`config.mk`:
```
export PLATFORM = sky130hd
export DESIGN_NAME = bond_key_table_store_core
export DESIGN_NICKNAME = d
export VERILOG_FILES = /design/src/bkts_pkg.sv /design/src/bkts_ram.sv /design/src/bond_key_table_store_core.sv
export SDC_FILE = /design/constraint.sdc
export NUM_CORES = 2
export LEC_CHECK = 0
export BUFFER_PORTS_ARGS = -buffer_cell sky130_fd_sc_hd__buf_4
export CAP_MARGIN = 20
export CORE_ASPECT_RATIO = 1.75
export CORE_UTILIZATION = 50
export CTS_BUF_LIST = sky130_fd_sc_hd__clkbuf_8
export DETAILED_ROUTE_END_ITERATION = 16
export PLACE_DENSITY_LB_ADDON = 0.3
export SLEW_MARGIN = 0
export SYNTH_ARGS = -nofsm -noshare
export SYNTH_HDL_FRONTEND = slang
export SYNTH_SLANG_ARGS = --single-unit
```
`constraint.sdc`:
```
create_clock -name clock -period 31.2 [get_ports clock]
set_clock_uncertainty 0.2 [all_clocks]
set_input_delay 1.56 -clock clock [delete_from_list [all_inputs] [get_ports clock]]
set_output_delay 1.56 -clock clock [all_outputs]
set_load 0.1 [all_outputs]
```
`src/bkts_pkg.sv`:
```
// ----------------------------------------------------------------------------
// Bond key table store package
// Shared codes, field widths and default sizes for the bond key table store.
// ----------------------------------------------------------------------------
package bkts_pkg;

   // Default sizes
   localparam int SECURITY_DEPTH_DEFAULT     = 8;
   localparam int SUBSCRIPTION_DEPTH_DEFAULT = 16;
   localparam int PAYLOAD_WIDTH_DEFAULT      = 64;

   // Fixed field widths
   localparam int ADDR_WIDTH   = 48;
   localparam int TYPE_WIDTH   = 2;
   localparam int KEY_WIDTH    = ADDR_WIDTH + TYPE_WIDTH;
   localparam int HANDLE_WIDTH = 16;
   localparam int SKIP_WIDTH   = 4;

   // Request actions
   localparam logic [1:0] ACTION_READ   = 2'd0;
   localparam logic [1:0] ACTION_WRITE  = 2'd1;
   localparam logic [1:0] ACTION_DELETE = 2'd2;
   localparam logic [1:0] ACTION_UNUSED = 2'd3;

   // Table selects (the unused code acts on the peer table)
   localparam logic [1:0] TABLE_OWN  = 2'd0;
   localparam logic [1:0] TABLE_PEER = 2'd1;
   localparam logic [1:0] TABLE_SUB  = 2'd2;

   // Response status
   localparam logic [1:0] STATUS_DONE     = 2'd0;
   localparam logic [1:0] STATUS_NO_ENTRY = 2'd1;
   localparam logic [1:0] STATUS_FULL     = 2'd2;

endpackage

```
`src/bkts_ram.sv`:
```
// ----------------------------------------------------------------------------
// Generic table RAM
// One write port and one read port with a registered read.
// ----------------------------------------------------------------------------
module bkts_ram #(
   parameter int WIDTH = 8,
   parameter int DEPTH = 16,
   localparam int AW   = (DEPTH > 1) ? $clog2(DEPTH) : 1
) (
   input  logic             clock,
   input  logic             wr_en,
   input  logic [AW-1:0]    wr_addr,
   input  logic [WIDTH-1:0] wr_data,
   input  logic [AW-1:0]    rd_addr,
   output logic [WIDTH-1:0] rd_data
);

   logic [WIDTH-1:0] mem_ff [DEPTH];
   logic [WIDTH-1:0] rd_data_ff;

   always_ff @(posedge clock) begin
      if (wr_en) begin
         mem_ff[wr_addr] <= wr_data;
      end
      rd_data_ff <= mem_ff[rd_addr];
   end

   assign rd_data = rd_data_ff;

endmodule

```
`src/bond_key_table_store_core.sv`:
```
// ----------------------------------------------------------------------------
// Bond key table store core
// Own and peer security tables and a subscription table, searched one entry
// per cycle through a registered-read RAM port under a small sequencer.
// ----------------------------------------------------------------------------
// An unused action answers in the cycle after the accepting edge; others
// answer when the scan has covered all entries or stops at a matching one,
// and a delete that hits then moves the last entry via the fetch and move
// states. New requests are taken only while idle; entries are read one per
// cycle through one RAM read port, and busy drops with the strobe. Reset
// clears the counts and the sequencer. The receiver cannot stall.
module bond_key_table_store_core #(
   parameter int SECURITY_DEPTH     = bkts_pkg::SECURITY_DEPTH_DEFAULT,
   parameter int SUBSCRIPTION_DEPTH = bkts_pkg::SUBSCRIPTION_DEPTH_DEFAULT,
   parameter int PAYLOAD_WIDTH      = bkts_pkg::PAYLOAD_WIDTH_DEFAULT
) (
   input  logic                                clock,
   input  logic                                reset,
   input  logic                                start,
   output logic                                busy,
   input  logic [1:0]                          req_action,
   input  logic [1:0]                          req_table_select,
   input  logic [bkts_pkg::TYPE_WIDTH-1:0]     req_peer_address_type,
   input  logic [bkts_pkg::ADDR_WIDTH-1:0]     req_peer_address,
   input  logic [bkts_pkg::HANDLE_WIDTH-1:0]   req_attribute_handle,
   input  logic [bkts_pkg::SKIP_WIDTH-1:0]     req_match_skip,
   input  logic [PAYLOAD_WIDTH-1:0]            req_entry_payload,
   output logic                                rsp_valid,
   output logic [1:0]                          rsp_status,
   output logic [bkts_pkg::TYPE_WIDTH-1:0]     rsp_found_address_type,
   output logic [bkts_pkg::ADDR_WIDTH-1:0]     rsp_found_address,
   output logic [bkts_pkg::HANDLE_WIDTH-1:0]   rsp_found_handle,
   output logic [PAYLOAD_WIDTH-1:0]            rsp_found_payload
);

   localparam int KW  = bkts_pkg::KEY_WIDTH;
   localparam int HW  = bkts_pkg::HANDLE_WIDTH;
   localparam int AW  = bkts_pkg::ADDR_WIDTH;
   localparam int SW  = bkts_pkg::SKIP_WIDTH;
   localparam int PW  = PAYLOAD_WIDTH;
   // Security RAM holds both security tables, own first, then peer.
   localparam int SEC_DEPTH = 2 * SECURITY_DEPTH;
   localparam int SAW = (SEC_DEPTH > 1) ? $clog2(SEC_DEPTH) : 1;
   localparam int UAW = (SUBSCRIPTION_DEPTH > 1) ? $clog2(SUBSCRIPTION_DEPTH) : 1;
   localparam int SCW = $clog2(SECURITY_DEPTH + 1);
   localparam int UCW = $clog2(SUBSCRIPTION_DEPTH + 1);
   localparam int CW  = (SCW > UCW) ? SCW : UCW;
   localparam int SEC_W = KW + PW;
   localparam int SUB_W = KW + HW + PW;

   typedef enum logic [3:0] {
      ST_IDLE  = 4'b0001,
      ST_SCAN  = 4'b0010,
      ST_FETCH = 4'b0100,
      ST_MOVE  = 4'b1000
   } state_type;

   state_type state_ff, state_in;

   // Captured request
   logic [1:0]    act_ff, act_in;
   logic          sub_sel_ff, sub_sel_in;
   logic          peer_ff, peer_in;
   logic [KW-1:0] key_ff, key_in;
   logic [HW-1:0] handle_ff, handle_in;
   logic [SW-1:0] skip_ff, skip_in;
   logic [PW-1:0] payload_ff, payload_in;

   // Scan sequencer: scan_ff is the next index to read, cmp_ff the index whose
   // data shows on the RAM output when pend_ff is set.
   logic [CW-1:0] scan_ff, scan_in;
   logic [CW-1:0] cmp_ff, cmp_in;
   logic          pend_ff, pend_in;

   // Table fill counts
   logic [SCW-1:0] own_cnt_ff, own_cnt_in;
   logic [SCW-1:0] peer_cnt_ff, peer_cnt_in;
   logic [UCW-1:0] sub_cnt_ff, sub_cnt_in;
   logic           cnt_inc, cnt_dec;

   // Response registers
   logic          rsp_valid_ff, rsp_valid_in;
   logic [1:0]    rsp_status_ff, rsp_status_in;
   logic [KW-1:0] rsp_key_ff, rsp_key_in;
   logic [HW-1:0] rsp_handle_ff, rsp_handle_in;
   logic [PW-1:0] rsp_payload_ff, rsp_payload_in;

   // Table access
   logic [CW-1:0]    cnt_cur, depth_cur, rd_idx, wr_idx;
   logic             more, hit, stop, wr_en;
   logic [SAW-1:0]   sec_base;
   logic [SAW-1:0]   sec_raddr, sec_waddr;
   logic [SEC_W-1:0] sec_wdata, sec_rdata;
   logic [UAW-1:0]   sub_raddr, sub_waddr;
   logic [SUB_W-1:0] sub_wdata, sub_rdata;
   logic [KW-1:0]    rd_key;
   logic [HW-1:0]    rd_handle;
   logic [PW-1:0]    rd_payload;
   logic             addr_any, handle_any, key_eq, handle_eq;

   // Count and capacity of the table this request works on.
   always_comb begin
      if (sub_sel_ff) begin
         cnt_cur   = CW'(sub_cnt_ff);
         depth_cur = CW'(SUBSCRIPTION_DEPTH);
      end else begin
         cnt_cur   = peer_ff ? CW'(peer_cnt_ff) : CW'(own_cnt_ff);
         depth_cur = CW'(SECURITY_DEPTH);
      end
   end

   assign more = scan_ff < cnt_cur;

   // Unpack the entry on the RAM output.
   always_comb begin
      if (sub_sel_ff) begin
         rd_key     = sub_rdata[SUB_W-1 -: KW];
         rd_handle  = sub_rdata[PW +: HW];
         rd_payload = sub_rdata[PW-1:0];
      end else begin
         rd_key     = sec_rdata[SEC_W-1 -: KW];
         rd_handle  = '0;
         rd_payload = sec_rdata[PW-1:0];
      end
   end

   // Match logic. The zero address is a wildcard on a read of any table and
   // on a delete from the subscription table; the zero handle likewise.
   assign addr_any   = (key_ff[AW-1:0] == '0);
   assign handle_any = (handle_ff == '0);
   assign key_eq     = (rd_key == key_ff);
   assign handle_eq  = (rd_handle == handle_ff);

   always_comb begin
      if (sub_sel_ff) begin
         if (act_ff == bkts_pkg::ACTION_WRITE) begin
            hit = pend_ff && key_eq && handle_eq;
         end else begin
            hit = pend_ff && (addr_any || key_eq) && (handle_any || handle_eq);
         end
      end else begin
         if (act_ff == bkts_pkg::ACTION_READ) begin
            hit = pend_ff && (addr_any || key_eq);
         end else begin
            hit = pend_ff && key_eq;
         end
      end
   end

   // A read hit that still has matches to skip keeps the scan running.
   assign stop = hit && !((act_ff == bkts_pkg::ACTION_READ) && (skip_ff != '0));

   // Sequencer
   always_comb begin
      state_in       = state_ff;
      act_in         = act_ff;
      sub_sel_in     = sub_sel_ff;
      peer_in        = peer_ff;
      key_in         = key_ff;
      handle_in      = handle_ff;
      skip_in        = skip_ff;
      payload_in     = payload_ff;
      scan_in        = scan_ff;
      cmp_in         = cmp_ff;
      pend_in        = 1'b0;
      cnt_inc        = 1'b0;
      cnt_dec        = 1'b0;
      wr_en          = 1'b0;
      rsp_valid_in   = 1'b0;
      rsp_status_in  = bkts_pkg::STATUS_NO_ENTRY;
      rsp_key_in     = '0;
      rsp_handle_in  = '0;
      rsp_payload_in = '0;

      case (state_ff)
         ST_IDLE: begin
            if (start) begin
               if (req_action == bkts_pkg::ACTION_UNUSED) begin
                  rsp_valid_in = 1'b1;
               end else begin
                  act_in     = req_action;
                  sub_sel_in = (req_table_select == bkts_pkg::TABLE_SUB);
                  peer_in    = (req_table_select != bkts_pkg::TABLE_OWN);
                  key_in     = {req_peer_address_type, req_peer_address};
                  handle_in  = req_attribute_handle;
                  skip_in    = req_match_skip;
                  payload_in = req_entry_payload;
                  scan_in    = '0;
                  state_in   = ST_SCAN;
               end
            end
         end

         ST_SCAN: begin
            if (hit) begin
               case (act_ff)
                  bkts_pkg::ACTION_READ: begin
                     if (skip_ff == '0) begin
                        rsp_valid_in   = 1'b1;
                        rsp_status_in  = bkts_pkg::STATUS_DONE;
                        rsp_key_in     = rd_key;
                        rsp_handle_in  = rd_handle;
                        rsp_payload_in = rd_payload;
                        state_in       = ST_IDLE;
                     end else begin
                        skip_in = skip_ff - SW'(1);
                     end
                  end
                  bkts_pkg::ACTION_WRITE: begin
                     wr_en         = 1'b1;
                     rsp_valid_in  = 1'b1;
                     rsp_status_in = bkts_pkg::STATUS_DONE;
                     state_in      = ST_IDLE;
                  end
                  bkts_pkg::ACTION_DELETE: begin
                     state_in = ST_FETCH;
                  end
                  default: begin
                     rsp_valid_in = 1'b1;
                     state_in     = ST_IDLE;
                  end
               endcase
            end else if (!pend_ff && !more) begin
               // Scan done without a usable match.
               rsp_valid_in = 1'b1;
               state_in     = ST_IDLE;
               if (act_ff == bkts_pkg::ACTION_WRITE) begin
                  if (cnt_cur >= depth_cur) begin
                     rsp_status_in = bkts_pkg::STATUS_FULL;
                  end else begin
                     wr_en         = 1'b1;
                     cnt_inc       = 1'b1;
                     rsp_status_in = bkts_pkg::STATUS_DONE;
                  end
               end
            end
            if (!stop && more) begin
               scan_in = scan_ff + CW'(1);
               cmp_in  = scan_ff;
               pend_in = 1'b1;
            end
         end

         ST_FETCH: begin
            // The last entry is read this cycle and moved next cycle.
            state_in = ST_MOVE;
         end

         ST_MOVE: begin
            wr_en         = 1'b1;
            cnt_dec       = 1'b1;
            rsp_valid_in  = 1'b1;
            rsp_status_in = bkts_pkg::STATUS_DONE;
            state_in      = ST_IDLE;
         end

         default: begin
            state_in = ST_IDLE;
         end
      endcase
   end

   // Count updates for the selected table.
   always_comb begin
      own_cnt_in  = own_cnt_ff;
      peer_cnt_in = peer_cnt_ff;
      sub_cnt_in  = sub_cnt_ff;
      if (sub_sel_ff) begin
         if (cnt_inc) begin
            sub_cnt_in = sub_cnt_ff + UCW'(1);
         end else if (cnt_dec) begin
            sub_cnt_in = sub_cnt_ff - UCW'(1);
         end
      end else if (peer_ff) begin
         if (cnt_inc) begin
            peer_cnt_in = peer_cnt_ff + SCW'(1);
         end else if (cnt_dec) begin
            peer_cnt_in = peer_cnt_ff - SCW'(1);
         end
      end else begin
         if (cnt_inc) begin
            own_cnt_in = own_cnt_ff + SCW'(1);
         end else if (cnt_dec) begin
            own_cnt_in = own_cnt_ff - SCW'(1);
         end
      end
   end

   // RAM addressing. A write lands on the matched entry, on the deleted
   // entry's slot, or at the end of the table when appending.
   assign rd_idx   = (state_ff == ST_FETCH) ? (cnt_cur - CW'(1)) : scan_ff;
   assign wr_idx   = ((state_ff == ST_MOVE) || hit) ? cmp_ff : cnt_cur;
   assign sec_base = peer_ff ? SAW'(SECURITY_DEPTH) : '0;

   assign sec_raddr = sec_base + SAW'(rd_idx);
   assign sec_waddr = sec_base + SAW'(wr_idx);
   assign sub_raddr = UAW'(rd_idx);
   assign sub_waddr = UAW'(wr_idx);

   assign sec_wdata = (state_ff == ST_MOVE) ? sec_rdata : {key_ff, payload_ff};
   assign sub_wdata = (state_ff == ST_MOVE) ? sub_rdata : {key_ff, handle_ff, payload_ff};

   bkts_ram #(
      .WIDTH (SEC_W),
      .DEPTH (SEC_DEPTH)
   ) u_sec_ram (
      .clock   (clock),
      .wr_en   (wr_en && !sub_sel_ff),
      .wr_addr (sec_waddr),
      .wr_data (sec_wdata),
      .rd_addr (sec_raddr),
      .rd_data (sec_rdata)
   );

   bkts_ram #(
      .WIDTH (SUB_W),
      .DEPTH (SUBSCRIPTION_DEPTH)
   ) u_sub_ram (
      .clock   (clock),
      .wr_en   (wr_en && sub_sel_ff),
      .wr_addr (sub_waddr),
      .wr_data (sub_wdata),
      .rd_addr (sub_raddr),
      .rd_data (sub_rdata)
   );

   // Control registers
   always_ff @(posedge clock) begin
      if (reset) begin
         state_ff     <= ST_IDLE;
         pend_ff      <= 1'b0;
         rsp_valid_ff <= 1'b0;
         own_cnt_ff   <= '0;
         peer_cnt_ff  <= '0;
         sub_cnt_ff   <= '0;
      end else begin
         state_ff     <= state_in;
         pend_ff      <= pend_in;
         rsp_valid_ff <= rsp_valid_in;
         own_cnt_ff   <= own_cnt_in;
         peer_cnt_ff  <= peer_cnt_in;
         sub_cnt_ff   <= sub_cnt_in;
      end
   end

   // Payload registers
   always_ff @(posedge clock) begin
      act_ff         <= act_in;
      sub_sel_ff     <= sub_sel_in;
      peer_ff        <= peer_in;
      key_ff         <= key_in;
      handle_ff      <= handle_in;
      skip_ff        <= skip_in;
      payload_ff     <= payload_in;
      scan_ff        <= scan_in;
      cmp_ff         <= cmp_in;
      rsp_status_ff  <= rsp_status_in;
      rsp_key_ff     <= rsp_key_in;
      rsp_handle_ff  <= rsp_handle_in;
      rsp_payload_ff <= rsp_payload_in;
   end

   assign busy                   = (state_ff != ST_IDLE);
   assign rsp_valid              = rsp_valid_ff;
   assign rsp_status             = rsp_status_ff;
   assign rsp_found_address_type = rsp_key_ff[KW-1 -: bkts_pkg::TYPE_WIDTH];
   assign rsp_found_address      = rsp_key_ff[AW-1:0];
   assign rsp_found_handle       = rsp_handle_ff;
   assign rsp_found_payload      = rsp_payload_ff;

endmodule

```
==> reports/qor.csv <==
stage;metric;value;unit
setup_path;crit end category;register;
logic_synthesis;Yosys Warn Count;0;
cells_and_area;Design Area, Final;186700;µm²
routing;Iter 0 DRT Violations;8138;
setup_path;cell depth of the worst flop-to-flop path;14;
floorplanning;row count;280;
cells_and_area;final core utilization;56.17;%
sta;final hold violations;0;
sta;FMAX;115.4;MHz
global_routing;vias in the first global route;85196;
sta;setup_tns;0;ns
setup_path;Critical Path Source Type;register;
clocking;clk slew on worst S/H paths;0.07;ns
hold_path;Worst Hold End;rsp_found_payload[54];
power_and_ir_drop;PwrDens;62.59;nW/µm²
global_routing;initial antenna violation count;20;
logic_synthesis;post-synth net total;8130;
placement;Post-DP Area;174800;µm²
clocking;Post-CTS Hold Buffers;0;
routing;drt first pass iters;8;
setup_path;worst r2r src;peer_ff;
clocking;total CTS buffers;617;
power_and_ir_drop;switching power share of the total;22.92;%
global_routing;first-pass GRT wire length;599200;µm
logic_synthesis;Area contributors post-synth;edfxtp_1, mux4_2, dfxtp_1;
power_and_ir_drop;switching power;2.679;mW
floorplanning;number of I/O pins;275;
placement;routability cong.;0.9856;
sta;Finish-stage setup viols;0;
power_and_ir_drop;Peak VDD IR;35.31;µV
logic_synthesis;Async S/R FF share, synth;0;%
power_and_ir_drop;P_int;9.010;mW
routing;final WL;417500;µm
setup_path;worst-path maximum fanout;48;
logic_synthesis;count leader, synth;edfxtp_1;
hold_path;Hold Path Class;reg -> reg;
logic_synthesis;Mapped Cells;7971;
logic_synthesis;flops & latches, synth;4446;
placement;post-DP HPWL;249700;µm
clocking;post_cts resized;0;
clocking;clk_lat worst skew;1.12;ns
floorplanning;Die Wd;439.2;µm
routing;Antenna Nets Post-Route;0;
routing;Vias per Instance;6.017;
clocking;H-tree levels;6;
routing;DR WL/cell;30.89;µm
floorplanning;full die area;336900;µm²
clocking;clk root buf;clkbuf_8;
floorplanning;Starting Density;50.31;%
hold_path;Min-Delay Path Depth;2;
power_and_ir_drop;Clock Power Share;37.1;%
setup_path;Crit path required time;31.91;ns
global_routing;total grt overflow;0;
sta;Tcrit/Tclk final;27.77;%
logic_synthesis;Post-synth EDFFs;4051;
clocking;setup bufs post-CTS;0;
sta;RSZ-0062 raised after global routing;false;
logic_synthesis;Mean Syn Cell Area;20.98;µm²
setup_path;WP data arrival;9.38;ns
logic_synthesis;Seq/Total Area, Yosys;77.46;%
logic_synthesis;Synth cell types;71;
sta;final slew viol count;0;
global_routing;GR Util All Layers;24.72;%
hold_path;worst min-delay path startpoint;u_sub_ram.rd_data[54];
placement;# port buffers;274;
power_and_ir_drop;static leakage;62.16;nW
setup_path;r2r endpoint;u_sub_ram.rd_data[39];
logic_synthesis;Post-synth top flop;edfxtp_1;
cells_and_area;layout cells sized above 1;25.37;%
clocking;Sink Count;4446;
floorplanning;die height;767.1;µm
logic_synthesis;Synth top cells by count;edfxtp_1, mux4_2, nand2_1, mux2i_1, dfxtp_1;
routing;DR vias;81322;
sta;crit path time final;8.665;ns
sta;Worst-Margin Slew;1.146;ns
sta;worst rel slew slack;23.57;%
global_routing;largest net degree at the start of global routing;138;
power_and_ir_drop;Sequential Power Share;57.0;%
logic_synthesis;Post-Syn Area;167300;µm²
clocking;Max clock buf depth;4;
logic_synthesis;Synth top area share;72.73;%
logic_synthesis;post-synth top area cell;edfxtp_1;
cells_and_area;area growth from synthesis to layout;11.65;%
floorplanning;CORE AREA;332500;µm²
power_and_ir_drop;Comb power frac;5.9;%
cells_and_area;Final nets;8794;
clocking;TritonCTS clock tree;built;
setup_path;R2R Setup Slk;22.53;ns
routing;DRC viols;0;
setup_path;Worst Setup Path Type;reg -> reg;
flow_run;Max Cap Viol;0;
outcome;outcome;completed;
layout by cell type, fill, tap and decap left out, types with 12 or more instances in the layout:
cell type,Yosys,layout
clkbuf_8,0,702
nor2b_1,132,131
ha_1,15,15
dfxtp_1,395,395
and2_1,19,19
mux4_2,976,976
nor4_1,30,29
buf_4,4,438
nand2_1,643,643
a21oi_1,147,146
clkinvlp_4,0,20
a211oi_1,132,131
nor2_1,162,162
and3_4,0,12
mux2i_1,595,593
edfxtp_1,4051,4051
clkinv_1,0,75
inv_1,15,231
xnor2_1,64,64
o21ai_0,27,27
clkinv_2,0,68
state kept, by name, indices dropped and copies added, names as in the netlist, 2 cells and up:
name / count
own_cnt_ff: 4
u_sub_ram.mem_ff: 2080
rsp_status: 2
handle_ff: 16
payload_ff: 64
key_ff: 50
cmp_ff: 4
scan_ff: 5
sub_cnt_ff: 5
skip_ff: 4
act_ff: 2
rsp_found_payload: 64
u_sub_ram.rd_data: 130
u_sec_ram.rd_data: 114
rsp_key_ff: 50
state_ff: 4
peer_cnt_ff: 4
u_sec_ram.mem_ff: 1824
rsp_found_handle: 16
how the worst max path moves through the flow:
stage | start | endpoint | slack (ns)
2_1_floorplan | sub_sel_ff | u_sec_ram.mem_ff[4][0] | 15.51
3_5_place_dp | peer_ff | u_sub_ram.rd_data[39] | 22.33
3_3_place_gp | peer_ff | u_sub_ram.rd_data[43] | 22.35
6_report | peer_ff | u_sub_ram.rd_data[39] | 22.53
4_1_cts | peer_ff | u_sub_ram.rd_data[39] | 22.34
5_1_grt | peer_ff | u_sub_ram.rd_data[39] | 21.71
routing by layer:
metal / global-route usage [%] / vias up / wire, µm
met5: 0 / - / 42
met4: 11.83 / 10 / 21060
met3: 3.935 / 870 / 26110
met2: 43.50 / 3504 / 221400
met1: 29.52 / 43133 / 148800
li1: - / 33805 / -
power by group through the flow:
stage	logic (mW)	clock network, mW	registers [mW]
after floorplan	0.468	0	6.73
after global placement	0.681	0	6.79
after detailed placement	0.692	0	6.78
after CTS	0.694	4.43	6.66
after global routing	0.730	4.65	6.66
final	0.686	4.34	6.66
logic make-up (layout without fill, tap and decap cells):
logic type,after synthesis,in the layout,share of synthesized area [%]
compound gates,362,362,1.367
xor+xnor,75,75,0.3928
fa+ha+maj,18,18,0.1481
buf+inv,424,1588,1.023
flops,4446,4446,77.46
mux,1575,1575,16.73
other cells,0,10,0
simple gates,1071,1071,2.873
cell type report:
| cell class | instances | area, µm² |
|---|---|---|
| Multi-Input combinational cell | 3101 | 36230 |
| Inverter | 18 | 75.07 |
| Fill cell | 24251 | 145700 |
| Antenna cell | 10 | 25.02 |
| Clock buffer | 702 | 9662 |
| Sequential cell | 4446 | 129600 |
| Clock inverter | 417 | 2222 |
| Tap cell | 4371 | 5469 |
| Timing Repair Buffer | 451 | 3510 |
stage by stage:
| step | total power [mW] | hold WS, ns | std cells | setup slack (ns) |
|---|---|---|---|---|
| floorplan | 7.197 | 0.2578 | 7971 | 15.51 |
| global placement | 7.467 | 0.2683 | 12384 | 22.35 |
| detailed placement | 7.477 | 0.2776 | 12385 | 22.33 |
| CTS | 11.78 | 0.2605 | 13504 | 22.34 |
| global route | 12.04 | 0.3246 | 13510 | 21.71 |
| finish | 11.69 | 0.2725 | 13516 | 22.53 |
worst max-delay path, cell delays in order (launching register included):
cell and delay (ns):
edfxtp_1 0.85, mux2i_1 0.20, o21ai_1 0.38, inv_2 0.15
mux2i_4 0.78, buf_4 0.76, buf_4 0.60, buf_4 0.67
buf_4 0.78, buf_4 0.78, buf_4 0.82, mux4_2 0.59
nor2b_1 0.14, a211oi_1 0.34, a21oi_1 0.08
No activity file was read; power rests on OpenSTA's default activity.
